### src/hdl/drt_pkg.sv
package drt_pkg;

	localparam int WIDE_W     = 256;
	localparam int SPAN_W     = 30;
	localparam int BITS_W     = 32;
	localparam int TIME_W     = 32;
	localparam int DIV_STEPS  = 8;
	localparam int DIV_STAGES = WIDE_W / DIV_STEPS;
	localparam int PIPE_DEPTH = DIV_STAGES + 6;

	localparam logic [SPAN_W-1:0] SPAN0_RST = 30'd1209600;
	localparam logic [SPAN_W-1:0] SPAN1_RST = 30'd300;
	localparam logic [BITS_W-1:0] LIMIT_RST = 32'h1d00ffff;

	typedef enum logic [1:0] {
		REG_DISABLED,
		REG_SPAN0,
		REG_SPAN1,
		REG_LIMIT
	} reg_idx_t;

	typedef struct packed {
		logic              disabled;
		logic [SPAN_W-1:0] span0;
		logic [SPAN_W-1:0] span1;
		logic [BITS_W-1:0] limit;
	} cfg_t;

	typedef struct packed {
		logic              dis;
		logic [BITS_W-1:0] bits;
		logic [SPAN_W-1:0] dsr;
		logic [WIDE_W-1:0] x;
	} front_t;

	typedef struct packed {
		logic              dis;
		logic [BITS_W-1:0] bits;
		logic [SPAN_W-1:0] dsr;
		logic [SPAN_W-1:0] rem;
		logic [WIDE_W-1:0] wq;
	} div_stage_t;

	typedef struct packed {
		logic              dis;
		logic [BITS_W-1:0] bits;
		logic [WIDE_W-1:0] q;
	} quot_t;

endpackage

### src/hdl/drt_front.sv
module drt_front (
	input  logic                            clk,
	input  logic                            arst_n,
	input  drt_pkg::cfg_t                   cfg,
	input  logic                            in_valid,
	output logic                            in_ready,
	input  logic                            mode,
	input  logic [drt_pkg::BITS_W-1:0]      last_bits,
	input  logic [drt_pkg::TIME_W-1:0]      last_block_time,
	input  logic [drt_pkg::TIME_W-1:0]      first_block_time,
	output logic                            out_valid,
	input  logic                            out_ready,
	output drt_pkg::front_t                 out_data
);
	import drt_pkg::*;

	logic              v_s1, v_s2, v_s3;
	logic              adv1, adv2, adv3;

	logic              dis_s1, dis_s2;
	logic [BITS_W-1:0] bits_s1, bits_s2;
	logic [SPAN_W-1:0] dsr_s1, dsr_s2;
	logic [31:0]       span_s1;
	logic [22:0]       meff_s1;
	logic [4:0]        bsh_s1, bsh_s2;
	logic [54:0]       prod_s2;
	front_t            data_s3;

	logic [SPAN_W-1:0] tgt;
	logic [31:0]       lo, hi, span;
	logic [32:0]       diff;
	logic [7:0]        size;
	logic [22:0]       mant, meff;
	logic [4:0]        bsh;

	assign adv3     = !v_s3 || out_ready;
	assign adv2     = !v_s2 || adv3;
	assign adv1     = !v_s1 || adv2;
	assign in_ready = adv1;

	// timespan clamp, signed difference of unsigned timestamps
	always_comb begin
		tgt  = mode ? cfg.span1 : cfg.span0;
		lo   = {4'b0, tgt[SPAN_W-1:2]};
		hi   = {tgt, 2'b00};
		diff = {1'b0, last_block_time} - {1'b0, first_block_time};
		if (diff[32] || (diff[31:0] < lo)) begin
			span = lo;
		end else if (diff[31:0] > hi) begin
			span = hi;
		end else begin
			span = diff[31:0];
		end
	end

	// compact decode split into a small mantissa and a byte shift
	always_comb begin
		size = last_bits[31:24];
		mant = last_bits[22:0];
		meff = mant;
		bsh  = '0;
		if (size <= 8'd3) begin
			unique case (size[1:0])
				2'd0: meff = '0;
				2'd1: meff = mant >> 16;
				2'd2: meff = mant >> 8;
				2'd3: meff = mant;
			endcase
		end else if (size >= 8'd35) begin
			meff = '0;
		end else begin
			bsh = 5'(size - 8'd3);
		end
	end

	always_ff @(posedge clk or negedge arst_n) begin
		if (!arst_n) begin
			v_s1 <= 1'b0;
			v_s2 <= 1'b0;
			v_s3 <= 1'b0;
		end else begin
			if (adv1) v_s1 <= in_valid;
			if (adv2) v_s2 <= v_s1;
			if (adv3) v_s3 <= v_s2;
		end
	end

	always_ff @(posedge clk) begin
		if (adv1) begin
			dis_s1  <= cfg.disabled;
			bits_s1 <= last_bits;
			dsr_s1  <= tgt;
			span_s1 <= span;
			meff_s1 <= meff;
			bsh_s1  <= bsh;
		end
		if (adv2) begin
			dis_s2  <= dis_s1;
			bits_s2 <= bits_s1;
			dsr_s2  <= dsr_s1;
			bsh_s2  <= bsh_s1;
			prod_s2 <= 55'(meff_s1) * 55'(span_s1);
		end
		if (adv3) begin
			data_s3.dis  <= dis_s2;
			data_s3.bits <= bits_s2;
			data_s3.dsr  <= dsr_s2;
			// bits shifted past the top are dropped
			data_s3.x    <= WIDE_W'(prod_s2) << {bsh_s2, 3'b000};
		end
	end

	assign out_valid = v_s3;
	assign out_data  = data_s3;

endmodule

### config.mk
export PLATFORM = sky130hd
export DESIGN_NAME = drt_front
export DESIGN_NICKNAME = d
export VERILOG_FILES = /design/src/hdl/drt_pkg.sv /design/src/hdl/drt_front.sv
export SDC_FILE = /design/constraint.sdc
export NUM_CORES = 2
export LEC_CHECK = 0
export ABC_AREA = 1
export BUFFER_PORTS_ARGS = -buffer_cell sky130_fd_sc_hd__clkbuf_2
export CAP_MARGIN = 5
export CORE_MARGIN = 2
export CORE_UTILIZATION = 55
export CTS_CLUSTER_DIAMETER = 200
export DETAILED_ROUTE_END_ITERATION = 8
export PLACE_DENSITY = 0.8
export SETUP_SLACK_MARGIN = 0.02
export SLEW_MARGIN = 15
export SYNTH_ARGS = -nofsm -noshare
export SYNTH_HDL_FRONTEND = slang
export SYNTH_SLANG_ARGS = --single-unit
export TNS_END_PERCENT = 10
### constraint.sdc
create_clock -name clk -period 18 [get_ports clk]
set_input_delay 3.6 -clock clk [delete_from_list [all_inputs] [get_ports clk]]
set_output_delay 3.6 -clock clk [all_outputs]
set_load 0.1 [all_outputs]
==> summary.md <==
| Metric | Value |
|---|---|
| CP Data Required Time | 14400 ps |
| Synth Cell Area | approximately 50000 sq um |
| Clock Pin Slew Worst Setup and Hold Paths | around 60 ps |
| Core area | about 92000 sq um |
| Yosys warning count | 0 |
| Worst hold path class | reg -> reg |
| DRT Pass-1 Iters | 9 |
| Max Slew Vio Count | 0 |
| Setup_tns | 0 ps |
| Unrepaired setup endpoints after global routing | false |
| Post-DR vias/cell | between 5 and 6 |
| Number of inserted diodes | 0 |
| TritonCTS clock tree | done |
| GR Overflow Total | 0 |
| Hold wc startpoint | bits_s2[7] |
| Top FF cell, synth | edfxtp_1 |
| CTS hold repair buffers | 0 |
| Top-level I/O count | approximately 520 |
| Fin. Hold Viols | 0 |
| Post-synth EDFFs | between 500 and 600 |
| TritonCTS buffer count | 56 |
| FF-to-FF path depth | 25 |
| Drt total wl | between 100 and 150 mm |
| Final clock skew | 51.18 ps |
| Syn Inst Count | between 5000 and 6000 |
| Multi-input logic area | about 28000 sq um |
| Mean Syn Cell Area | approximately 8.9 sq um |
| Starting Density | 0.5546 |
| R2R Setup Slk | roughly 10000 ps |
| H-tree depth | 2 |
| Die area | about 95000 sq um |
| RR Endpoint | prod_s2[54] |
| IO Port Bufs | 482 |
| Setup bufs post-CTS | 0 |
| Skew-Pair Late Insertion Delay | around 660 ps |
| Vias in the first global route | ~40000 |
| Largest cells by area after synthesis | edfxtp_1, fa_1, nand2_1, inv_1, ha_1 |
| First-pass GRT wire length | ~210 mm |
| Critical Path Source | out_ready |
| Pin count of the biggest net entering global routing | about 190 |
| Most frequent cell after synthesis | nand2_1 |
| Initial DRC Count | between 3000 and 4000 |
| Worst-Margin Slew | about 1300 ps |
| Async SR Flop Fraction | 0.005282 |
| Remaining antenna violation count | 0 |
| Syn Nets | just under 7000 |
| Chip Height | 308.0 um |
| Max-cap violations | 0 |
| Remaining DRCs | 0 |
| Hpwl dp | 105.3 mm |
| Global Route Usage Sum | 0.2899 |
| Share of cells above drive strength 1 | 0.1129 |
| Setup Crit Path Kind | in -> out |
| Hold depth | 0 |
| Peak Freq | 106.1 MHz |
| Routability cong. | a little over 1 |
| Initial antenna violation count | 0 |
| Finish-stage setup viols | 0 |
| Die Width | just over 300 um |
| Drt wl/cell | 18.68 um |
| Unique masters post-synth | 48 |
| Area share of the largest cell type after synthesis | 0.3337 |
| Clock Root Buffer | clkbuf_16 |
| Nets | 7124 |
| Status | finished, final reports clean |
| Slew margin rel. | 0.1181 |
| FF/Latch Area | between 15000 and 20000 sq um |
| Crit-path max FO | 59 |
| Fill count | approximately 7400 |
| Post-cts sizing count | 0 |
| Final period utilization | 0.5236 |
| Growth of design area from synthesis to finish | 10.08% |
| Tmin final | ~9400 ps |
| Clock sink total | around 570 |
| CP startpoint kind | input port |
| CTS max path bufs | 3 |
| Row Count | 111 |
| WP data arrival | roughly 6000 ps |
| Synth area leader | edfxtp_1 |
| Commonest cells in the netlist | nand2_1, inv_1, fa_1 |
| Vias | about 40000 |
| Post-synthesis sequential area ratio | 0.3352 |
| Critical Path End Type | output pin |
| #FFs+latches synth | 568 |
| Reg2reg start | span_s1[20] |
| Hold Crit Endpoint | out_data[293] |
[how the worst max path moves through the flow]
stage	endpoint	cells after the start
6_report	in_ready	6
5_1_grt	in_ready	6
4_1_cts	in_ready	6
3_5_place_dp	in_ready	6
3_3_place_gp	in_ready	6
2_1_floorplan	in_ready	4
[routing by layer]
layer  GRT usage  wire length, um  share of wire
met1      0.3452            49770           0.37
met2      0.5047            66650           0.49
met4      0.1620             8211          0.061
met5           0                0              0
met3     0.04240            10960          0.081
[stage by stage]
step	util	cells	hold slack [ps]	instance area, sq um	worst slack, ps
finish	0.6105	7260	394.4	55960	8575
global route	0.6105	7260	395.8	55960	8374
CTS	0.6105	7260	385.7	55960	8536
detailed placement	0.5901	7156	404.5	54090	8581
global placement	0.5901	7156	400.1	54090	8605
floorplan	-	5692	400.3	50840	61.47
[layout make-up]
cell class,instances,area share
sequential,568,0.3045
clock buffer,72,0.02701
clock inverter,32,0.006528
timing repair buffer,529,0.04963
inverter,1271,0.08534
multi-input combinational,3602,0.5005
tap,1186,0.02652
[critical path, cell delays in order]
cell and delay [ps]:
clkbuf_2 80, inv_1 50, nand2_4 610, nor2_1 280
nand2_4 610, clkbuf_2 580
[kinds of logic (layout without fill, tap and decap cells)]
family                     after synthesis  count (layout)  synth area share
and+or+nand+nor                       2118            2118            0.1651
muxes                                   16              16          0.003150
buffers and inverters                 1522            1904            0.1142
DFF                                    568             568            0.3352
adders and majority gates              902             902            0.3147
xor gates and xnor gates                65              65           0.01120
AOI/OAI and AO/OA                      501             501           0.05643
[cell usage in the layout, fill, tap and decap left out, types with 4 or more instances in the layout]
cell,n
a21boi_0,4
a21o_1,12
a21oi_1,128
a22o_1,12
a31oi_1,44
buf_4,46
bufinv_16,5
clkbuf_1,11
clkbuf_16,56
clkbuf_2,482
clkbuf_8,5
clkinv_1,8
clkinv_2,8
edfxtp_1,565
fa_1,628
ha_1,274
inv_1,1265
inv_6,4
mux2i_1,16
nand2_1,1430
nand2_2,9
nand3_1,125
nand3b_1,5
nand4_1,14
nor2_1,440
nor2_2,4
nor3_1,26
nor4_1,7
o21ai_0,219
o21bai_1,11
o22ai_1,23
o311ai_0,7
o32ai_1,24
or2_2,46
xnor2_1,15
xor2_1,50
[sequential cells by signal (all words and copies together) (netlist names), 23 cells and up]
register / flops
span_s1: 32
prod_s2: 55
bits_s1: 32
bits_s2: 32
dsr_s1: 30
dsr_s2: 30
out_data: 319
meff_s1: 23
Power is not shown: default switching activity piles up to over one toggle a cycle in this logic, so the estimate is an artifact.
